`src/mts_pkg.sv`:
```
// Types, character constants and helpers for the markup tag stripper.
package mts_pkg;

   localparam logic [7:0] CharLt    = 8'h3C;
   localparam logic [7:0] CharGt    = 8'h3E;
   localparam logic [7:0] CharCr    = 8'h0D;
   localparam logic [7:0] CharLf    = 8'h0A;
   localparam logic [7:0] CharSpace = 8'h20;
   localparam logic [7:0] CharNone  = 8'h00;
   localparam logic [7:0] CaseBit   = 8'h20;

   localparam logic       LettersOnlyReset = 1'b1;
   localparam logic [2:0] NameLen          = 3'd6;

   typedef enum logic [5:0] {
      PhText  = 6'b000001,
      PhName  = 6'b000010,
      PhTag   = 6'b000100,
      PhSkip  = 6'b001000,
      PhBody  = 6'b010000,
      PhClose = 6'b100000
   } phase_type;

   typedef struct packed {
      logic [7:0] in_char;
      logic       in_last;
   } req_item_type;

   typedef struct packed {
      logic [7:0] char_val;
      logic       pass;
      logic       last;
   } verdict_type;

   // letters of "script", in order
   function automatic logic [7:0] script_letter(input logic [2:0] idx);
      logic [7:0] res;
      case (idx)
         3'd0:    res = 8'h73;
         3'd1:    res = 8'h63;
         3'd2:    res = 8'h72;
         3'd3:    res = 8'h69;
         3'd4:    res = 8'h70;
         3'd5:    res = 8'h74;
         default: res = CharNone;
      endcase
      return res;
   endfunction

   function automatic logic is_upper(input logic [7:0] c);
      return c inside {[8'h41:8'h5A]};
   endfunction

   function automatic logic is_letter(input logic [7:0] c);
      return c inside {[8'h41:8'h5A], [8'h61:8'h7A]};
   endfunction

   function automatic logic [7:0] fold_lower(input logic [7:0] c);
      return is_upper(c) ? (c | CaseBit) : c;
   endfunction

endpackage

```
`src/mts_if.sv`:
```
// Valid/ready channel interfaces for text bytes, results and the control register.
interface mts_req_if;
   logic       valid;
   logic       ready;
   logic [7:0] in_char;
   logic       in_last;
   modport source (output valid, output in_char, output in_last, input ready);
   modport sink   (input valid, input in_char, input in_last, output ready);
endinterface

interface mts_rsp_if;
   logic       valid;
   logic       ready;
   logic [7:0] out_char;
   logic       keep;
   logic       out_last;
   modport source (output valid, output out_char, output keep, output out_last, input ready);
   modport sink   (input valid, input out_char, input keep, input out_last, output ready);
endinterface

interface mts_csr_if;
   logic valid;
   logic ready;
   logic letters_only;
   modport source (output valid, output letters_only, input ready);
   modport sink   (input valid, input letters_only, output ready);
endinterface

```
`src/mts_in_stage.sv`:
```
// Input register stage of the markup tag stripper.
module mts_in_stage (
   input  logic                  clock,
   input  logic                  reset,
   mts_req_if.sink               req_bus,
   input  logic                  out_free,
   output logic                  item_vld,
   output mts_pkg::req_item_type item
);

   logic                  vld_ff, vld_in;
   mts_pkg::req_item_type item_ff, item_in;
   logic                  take;

   assign req_bus.ready = !vld_ff || out_free;
   assign take          = req_bus.valid && req_bus.ready;

   always_comb begin
      vld_in  = vld_ff;
      item_in = item_ff;
      if (req_bus.ready) begin
         vld_in = req_bus.valid;
      end
      if (take) begin
         item_in.in_char = req_bus.in_char;
         item_in.in_last = req_bus.in_last;
      end
   end

   always_ff @(posedge clock) begin
      if (reset) begin
         vld_ff <= 1'b0;
      end else begin
         vld_ff <= vld_in;
      end
      item_ff <= item_in;
   end

   assign item_vld = vld_ff;
   assign item     = item_ff;

endmodule

```
`src/mts_parser.sv`:
```
// Tag parser state machine: decides whether each byte lies outside markup.
module mts_parser (
   input  logic                  clock,
   input  logic                  reset,
   input  logic                  step,
   input  mts_pkg::req_item_type item,
   output mts_pkg::verdict_type  verdict
);

   mts_pkg::phase_type phase_ff, phase_in;
   logic [2:0]         count_ff, count_in;
   logic [7:0]         c;
   logic               pass;
   logic [2:0]         count_inc;

   assign c         = item.in_char;
   assign count_inc = count_ff + 3'd1;

   always_comb begin
      phase_in = phase_ff;
      count_in = count_ff;
      pass     = 1'b0;
      case (phase_ff)
         mts_pkg::PhName: begin
            if (count_ff < mts_pkg::NameLen &&
                mts_pkg::fold_lower(c) == mts_pkg::script_letter(count_ff)) begin
               count_in = count_inc;
               if (count_inc == mts_pkg::NameLen) begin
                  phase_in = mts_pkg::PhSkip;
                  count_in = 3'd0;
               end
            end else begin
               count_in = 3'd0;
               phase_in = (c == mts_pkg::CharGt) ? mts_pkg::PhText : mts_pkg::PhTag;
            end
         end
         mts_pkg::PhTag: begin
            if (c == mts_pkg::CharGt) phase_in = mts_pkg::PhText;
         end
         mts_pkg::PhSkip: begin
            phase_in = mts_pkg::PhBody;
         end
         mts_pkg::PhBody: begin
            if (c == mts_pkg::CharLt) phase_in = mts_pkg::PhClose;
         end
         mts_pkg::PhClose: begin
            if (c == mts_pkg::CharGt) phase_in = mts_pkg::PhText;
         end
         default: begin
            if (c == mts_pkg::CharLt) begin
               phase_in = mts_pkg::PhName;
               count_in = 3'd0;
            end else begin
               phase_in = mts_pkg::PhText;
               pass     = 1'b1;
            end
         end
      endcase
      if (item.in_last) begin
         phase_in = mts_pkg::PhText;
         count_in = 3'd0;
      end
   end

   always_ff @(posedge clock) begin
      if (reset) begin
         phase_ff <= mts_pkg::PhText;
         count_ff <= 3'd0;
      end else if (step) begin
         phase_ff <= phase_in;
         count_ff <= count_in;
      end
   end

   assign verdict.char_val = c;
   assign verdict.pass     = pass;
   assign verdict.last     = item.in_last;

endmodule

```
`src/mts_out_stage.sv`:
```
// Letter filter and result register of the markup tag stripper.
module mts_out_stage (
   input  logic                 clock,
   input  logic                 reset,
   input  logic                 step,
   input  mts_pkg::verdict_type verdict,
   input  logic                 letters_only,
   mts_rsp_if.source            rsp_bus,
   output logic                 out_free
);

   logic       vld_ff, vld_in;
   logic [7:0] char_ff, char_in;
   logic       keep_ff, keep_in;
   logic       last_ff, last_in;
   logic [7:0] emit;
   logic       keep;

   always_comb begin
      emit = verdict.char_val;
      keep = verdict.pass;
      if (verdict.pass && letters_only) begin
         if (verdict.char_val == mts_pkg::CharCr || verdict.char_val == mts_pkg::CharLf) begin
            emit = mts_pkg::CharSpace;
         end else if (!(mts_pkg::is_letter(verdict.char_val) ||
                        verdict.char_val == mts_pkg::CharSpace)) begin
            keep = 1'b0;
         end
      end
   end

   assign out_free = !vld_ff || rsp_bus.ready;

   always_comb begin
      vld_in  = vld_ff;
      char_in = char_ff;
      keep_in = keep_ff;
      last_in = last_ff;
      if (out_free) begin
         vld_in = step;
      end
      if (step) begin
         char_in = keep ? emit : mts_pkg::CharNone;
         keep_in = keep;
         last_in = verdict.last;
      end
   end

   always_ff @(posedge clock) begin
      if (reset) begin
         vld_ff <= 1'b0;
      end else begin
         vld_ff <= vld_in;
      end
      char_ff <= char_in;
      keep_ff <= keep_in;
      last_ff <= last_in;
   end

   assign rsp_bus.valid    = vld_ff;
   assign rsp_bus.out_char = char_ff;
   assign rsp_bus.keep     = keep_ff;
   assign rsp_bus.out_last = last_ff;

endmodule

```
`src/markup_tag_stripper.sv`:
```
// Top level of the markup tag stripper: strips tags and script bodies from a byte stream.
//
//   channel   dir   payload                     transfer when
//   req_bus   in    in_char, in_last            valid && ready
//   rsp_bus   out   out_char, keep, out_last    valid && ready
//   csr_bus   in    letters_only                valid && ready
//
// One byte per cycle sustained while rsp is not stalled; each byte passes the
// input register, then parser and filter into the result register.
// Reset clears the parser to text phase and sets letters_only.
// A stalled rsp holds the result; the input register takes one more byte only if it is empty.
// csr_bus is always ready.
module markup_tag_stripper (
   input  logic      clock,
   input  logic      reset,
   mts_req_if.sink   req_bus,
   mts_rsp_if.source rsp_bus,
   mts_csr_if.sink   csr_bus
);

   logic                  letters_ff, letters_in;
   logic                  out_free;
   logic                  item_vld;
   logic                  step;
   mts_pkg::req_item_type item;
   mts_pkg::verdict_type  verdict;

   assign csr_bus.ready = 1'b1;
   assign letters_in    = (csr_bus.valid && csr_bus.ready) ? csr_bus.letters_only : letters_ff;

   always_ff @(posedge clock) begin
      if (reset) begin
         letters_ff <= mts_pkg::LettersOnlyReset;
      end else begin
         letters_ff <= letters_in;
      end
   end

   assign step = item_vld && out_free;

   mts_in_stage u_in (
      .clock    (clock),
      .reset    (reset),
      .req_bus  (req_bus),
      .out_free (out_free),
      .item_vld (item_vld),
      .item     (item)
   );

   mts_parser u_parser (
      .clock   (clock),
      .reset   (reset),
      .step    (step),
      .item    (item),
      .verdict (verdict)
   );

   mts_out_stage u_out (
      .clock        (clock),
      .reset        (reset),
      .step         (step),
      .verdict      (verdict),
      .letters_only (letters_ff),
      .rsp_bus      (rsp_bus),
      .out_free     (out_free)
   );

endmodule

```
`src/flat_wrapper.sv`:
```
// flat-port wrapper written by rule: the top's interface ports become plain ports
module markup_tag_stripper_flat 
  (clock, reset, req_bus_valid, req_bus_in_char, req_bus_in_last, req_bus_ready, rsp_bus_valid, rsp_bus_out_char, rsp_bus_keep, rsp_bus_out_last, rsp_bus_ready, csr_bus_valid, csr_bus_letters_only, csr_bus_ready);
  mts_req_if req_bus_i ();
  mts_rsp_if rsp_bus_i ();
  mts_csr_if csr_bus_i ();
  input  logic clock;
  input  logic reset;
  input wire logic [$bits(req_bus_i.valid)-1:0] req_bus_valid;
  input wire logic [$bits(req_bus_i.in_char)-1:0] req_bus_in_char;
  input wire logic [$bits(req_bus_i.in_last)-1:0] req_bus_in_last;
  output wire logic [$bits(req_bus_i.ready)-1:0] req_bus_ready;
  output wire logic [$bits(rsp_bus_i.valid)-1:0] rsp_bus_valid;
  output wire logic [$bits(rsp_bus_i.out_char)-1:0] rsp_bus_out_char;
  output wire logic [$bits(rsp_bus_i.keep)-1:0] rsp_bus_keep;
  output wire logic [$bits(rsp_bus_i.out_last)-1:0] rsp_bus_out_last;
  input wire logic [$bits(rsp_bus_i.ready)-1:0] rsp_bus_ready;
  input wire logic [$bits(csr_bus_i.valid)-1:0] csr_bus_valid;
  input wire logic [$bits(csr_bus_i.letters_only)-1:0] csr_bus_letters_only;
  output wire logic [$bits(csr_bus_i.ready)-1:0] csr_bus_ready;
  assign req_bus_i.valid = req_bus_valid;
  assign req_bus_i.in_char = req_bus_in_char;
  assign req_bus_i.in_last = req_bus_in_last;
  assign req_bus_ready = req_bus_i.ready;
  assign rsp_bus_valid = rsp_bus_i.valid;
  assign rsp_bus_out_char = rsp_bus_i.out_char;
  assign rsp_bus_keep = rsp_bus_i.keep;
  assign rsp_bus_out_last = rsp_bus_i.out_last;
  assign rsp_bus_i.ready = rsp_bus_ready;
  assign csr_bus_i.valid = csr_bus_valid;
  assign csr_bus_i.letters_only = csr_bus_letters_only;
  assign csr_bus_ready = csr_bus_i.ready;
  markup_tag_stripper u_core (.clock(clock), .reset(reset), .req_bus(req_bus_i), .rsp_bus(rsp_bus_i), .csr_bus(csr_bus_i));
endmodule
```
`config.mk`:
```
export PLATFORM = sky130hd
export DESIGN_NAME = markup_tag_stripper_flat
export DESIGN_NICKNAME = d
export VERILOG_FILES = /design/src/mts_pkg.sv /design/src/mts_if.sv /design/src/mts_in_stage.sv /design/src/mts_parser.sv /design/src/mts_out_stage.sv /design/src/markup_tag_stripper.sv /design/src/flat_wrapper.sv
export SDC_FILE = /design/constraint.sdc
export NUM_CORES = 1
export LEC_CHECK = 0
export ABC_AREA = 0
export BUFFER_PORTS_ARGS = -buffer_cell sky130_fd_sc_hd__buf_2
export CAP_MARGIN = 20
export CORE_MARGIN = 2
export CORE_UTILIZATION = 55
export CTS_CLUSTER_DIAMETER = 100
export CTS_CLUSTER_SIZE = 10
export DETAILED_ROUTE_END_ITERATION = 12
export PLACE_DENSITY_LB_ADDON = 0.05
export SLEW_MARGIN = 0
export SYNTH_ARGS = -nofsm -noshare
export SYNTH_HDL_FRONTEND = slang
export SYNTH_HIERARCHICAL = 1
export SYNTH_SLANG_ARGS = --single-unit
```
`constraint.sdc`:
```
create_clock -name clock -period 4.1 [get_ports clock]
set_input_delay 0.41 -clock clock [delete_from_list [all_inputs] [get_ports clock]]
set_output_delay 0.41 -clock clock [all_outputs]
set_load 0.01 [all_outputs]
```
==> flow_metrics.env <==
export IMPL_gr_usage_met3_pct=8.829
export IMPL_die_y_microns=62.44
export IMPL_ant_nets=0
export IMPL_layout_min_cycle_time_ns=2.371
export IMPL_synth_edf_count=19
export IMPL_antenna_found_initial=0
export IMPL_syn_area_sq_um=1878
export IMPL_grt_overflow_total=0
export IMPL_drt_wl_total_mm=3.614
export IMPL_status="finished clean"
export IMPL_synth_fp_nets=208
export IMPL_fin_skew_ns=0.009151
export IMPL_rsz0062_at_grt="no"
export IMPL_path_class="flop to flop"
export IMPL_relSlewSlack_pct=50.19
export IMPL_cts_buffers=5
export IMPL_core_area_sq_um=3311
export IMPL_tightestPinTransition_ns=0.7394
export IMPL_first_global_vias=1290
export IMPL_cpMaxStageDelayCell="dfxtp_1"
export IMPL_ioPinCount=28
export IMPL_grt_pass1_wl_mm=6.120
export IMPL_grt_max_degree=19
export IMPL_final_cell_mix="buf_2, edfxtp_1, nand2_1"
export IMPL_hold_path_class="input port to flop"
export IMPL_grtUsageTotal_pct=20.39
export IMPL_post_route_drc_count=0
export IMPL_routed_via_count=1439
export IMPL_drive_above_1_share_pct=22.12
export IMPL_fmax_ghz=0.4218
export IMPL_port_buffers=26
export IMPL_die_area_sq_um=3898
export IMPL_root_buffer="clkbuf_4"
export IMPL_final_common_cell="buf_2"
export IMPL_post_place_ws_ns=1.788
export IMPL_first_pass_iters=4
export IMPL_post_route_util_pct=61.07
export IMPL_worstSetupEndpointType="flop"
export IMPL_worst_hold_slack_ns=0.2506
export IMPL_hold_viol_final=0
export IMPL_finalNetCount=227
export IMPL_seq_area_frac_synth_pct=43.17
export IMPL_cts_tree="built"
export IMPL_setup_tns_ns=0
export IMPL_path_clk_slew_ns=0.09
export IMPL_wl_per_cell_microns=14.23
export IMPL_start_util_pct=56.73
export IMPL_area_growth_pct=7.662
export IMPL_drt_iter0_drc=101
export IMPL_cp_max_fo=9
export IMPL_slowest_delay_ns=0.48
export IMPL_clock_sinks=31
export IMPL_routed_via_density=5.665
export IMPL_clockBufferDepth=2
export IMPL_crit_chain="inv_1 > ha_1 > or3b_1 > a211oi_1 > o2111a_1 > and4_1 > nor2_2 > mux2_4"
export IMPL_setup_violations_final=0
export IMPL_clk_latency_ns=0.33
export IMPL_avgSynthCellArea_sq_um=9.990
export IMPL_cp_num_buf_inv=1
export IMPL_cpLargestDelayFamily="simple AND/OR/NAND/NOR gates"
export IMPL_fin_ws_ns=1.729
export IMPL_power_mw=0.5820
export IMPL_synthArstFlopShare_pct=0
export IMPL_n_antenna_cell=0
export IMPL_die_w_microns=62.44
export IMPL_cts_setup_buffers=0
export IMPL_max_cap_violations=0
export IMPL_dp_hpwl_mm=2.624
export IMPL_htreeDepth=2
export IMPL_vdd_drop_max_mv=0.2012
export IMPL_use_met2_pct=32.39
export IMPL_cp_start_kind="flop"
export IMPL_synthFlopType="edfxtp_1"
export IMPL_slew_violations=0
export IMPL_power_density_nw_per_um2=287.8
export IMPL_synth_seq_cells=31
export IMPL_synthCells=188
export IMPL_ys_warn_count=6
export IMPL_finalCritPeriodShare_pct=57.83
export IMPL_gr_max_usage_layer="met2"
export IMPL_gp_congestion=0.8426
export IMPL_cts_repair_resize_count=0
export IMPL_met1_usage_pct=25.68
export IMPL_required_ns=4.31
export IMPL_core_rowCount=21
export IMPL_power_leakage_nw=0.7486
export IMPL_postCtsHoldBufs=0
export IMPL_synth_cell_types=54
export IMPL_arrival_ns=2.58
## stage by stage
| stage | cell area (sq um) | std cells |
|---|---|---|
| 6_report | 2022 | 254 |
| 4_1_cts | 2022 | 254 |
| 3_3_place_gp | 1972 | 246 |
| 3_5_place_dp | 1972 | 246 |
| 5_1_grt | 2022 | 254 |
| 2_1_floorplan | 1878 | 188 |
## sequential cells by signal, summed over array words and instances, names as in the netlist
name                           count
u_core/u_in/item_vld               1
u_core/u_out/rsp_bus.keep          1
u_core/u_out/rsp_bus.out_char      8
u_core/letters_ff                  1
u_core/u_parser/phase_ff           6
u_core/u_parser/count_ff           3
u_core/u_in/item                   9
u_core/u_out/rsp_bus.valid         1
u_core/u_out/rsp_bus.out_last      1
## final cells by class
cell class / count / area (sq um)
Inverter: 8 / 30.03
Fill cell: 289 / 1289
Tap cell: 46 / 57.56
Timing Repair Buffer: 26 / 130.1
Clock inverter: 2 / 8.758
Multi-Input combinational cell: 135 / 943.4
Clock buffer: 6 / 41.29
Sequential cell: 31 / 810.8
## worst reg2reg max path, stage by stage, from the launching register on
cell and delay (ns):
dfxtp_1 0.48, inv_1 0.12, ha_1 0.21, or3b_1 0.35, a211oi_1 0.22, o2111a_1 0.21
and4_1 0.27, nor2_2 0.09, mux2_4 0.30
## worst paths after layout
check,from,endpoint,slack [ns],cells after the start
setup / recovery,u_core/u_parser/count_ff[1],u_core/u_parser/phase_ff[1],1.73,8
hold / removal,req_bus_in_char[6],u_core/u_in/item[7],0.25,1
hold reg to reg,u_core/u_in/item_vld,u_core/u_in/item_vld,0.51,2
setup reg to reg,u_core/u_parser/count_ff[1],u_core/u_parser/phase_ff[1],1.73,8
## cell usage after synthesis (all sizes together), types with 3 or more instances
library cell	number	area, sq um
nor4b	4	35.03
clkbuf	3	11.26
nor3	8	40.04
inv	8	30.03
nand2	14	52.55
edfxtp	19	570.6
nor2	13	51.30
o211ai	3	36.28
nor2b	10	62.56
nand2b	7	58.81
a21oi	7	38.79
nor4	5	46.29
o31ai	3	22.52
xnor2	3	26.28
or4	3	30.03
buf	11	82.58
nand3b	5	37.54
a211oi	3	22.52
ha	5	62.56
o21ai	10	50.05
dfxtp	12	240.2
## power breakdown
part,switching [mW],internal [mW]
clock,0.0967,0.0642
sequential,0.0164,0.346
combinational,0.0314,0.0272
## cell families after synthesis
family | after synthesis | share of synthesized area, %
and+or+nand+nor | 90 | 30.51
AOI/OAI and AO/OA | 33 | 12.99
DFF | 31 | 43.17
buffers and inverters | 22 | 6.596
adders and majority gates | 5 | 3.331
xor gates and xnor gates | 4 | 1.866
muxes | 2 | 1.332
other | 1 | 0.1997
## routing by layer
metal | share of wire (%) | up-vias | wire [microns]
met4 | 1.1 | 0 | 40
met1 | 46 | 671 | 1680
met5 | 0 | - | 0
met3 | 5.2 | 5 | 189
met2 | 47 | 40 | 1704
li1 | - | 723 | -
Note: power is estimated with default switching activity, not from simulation.
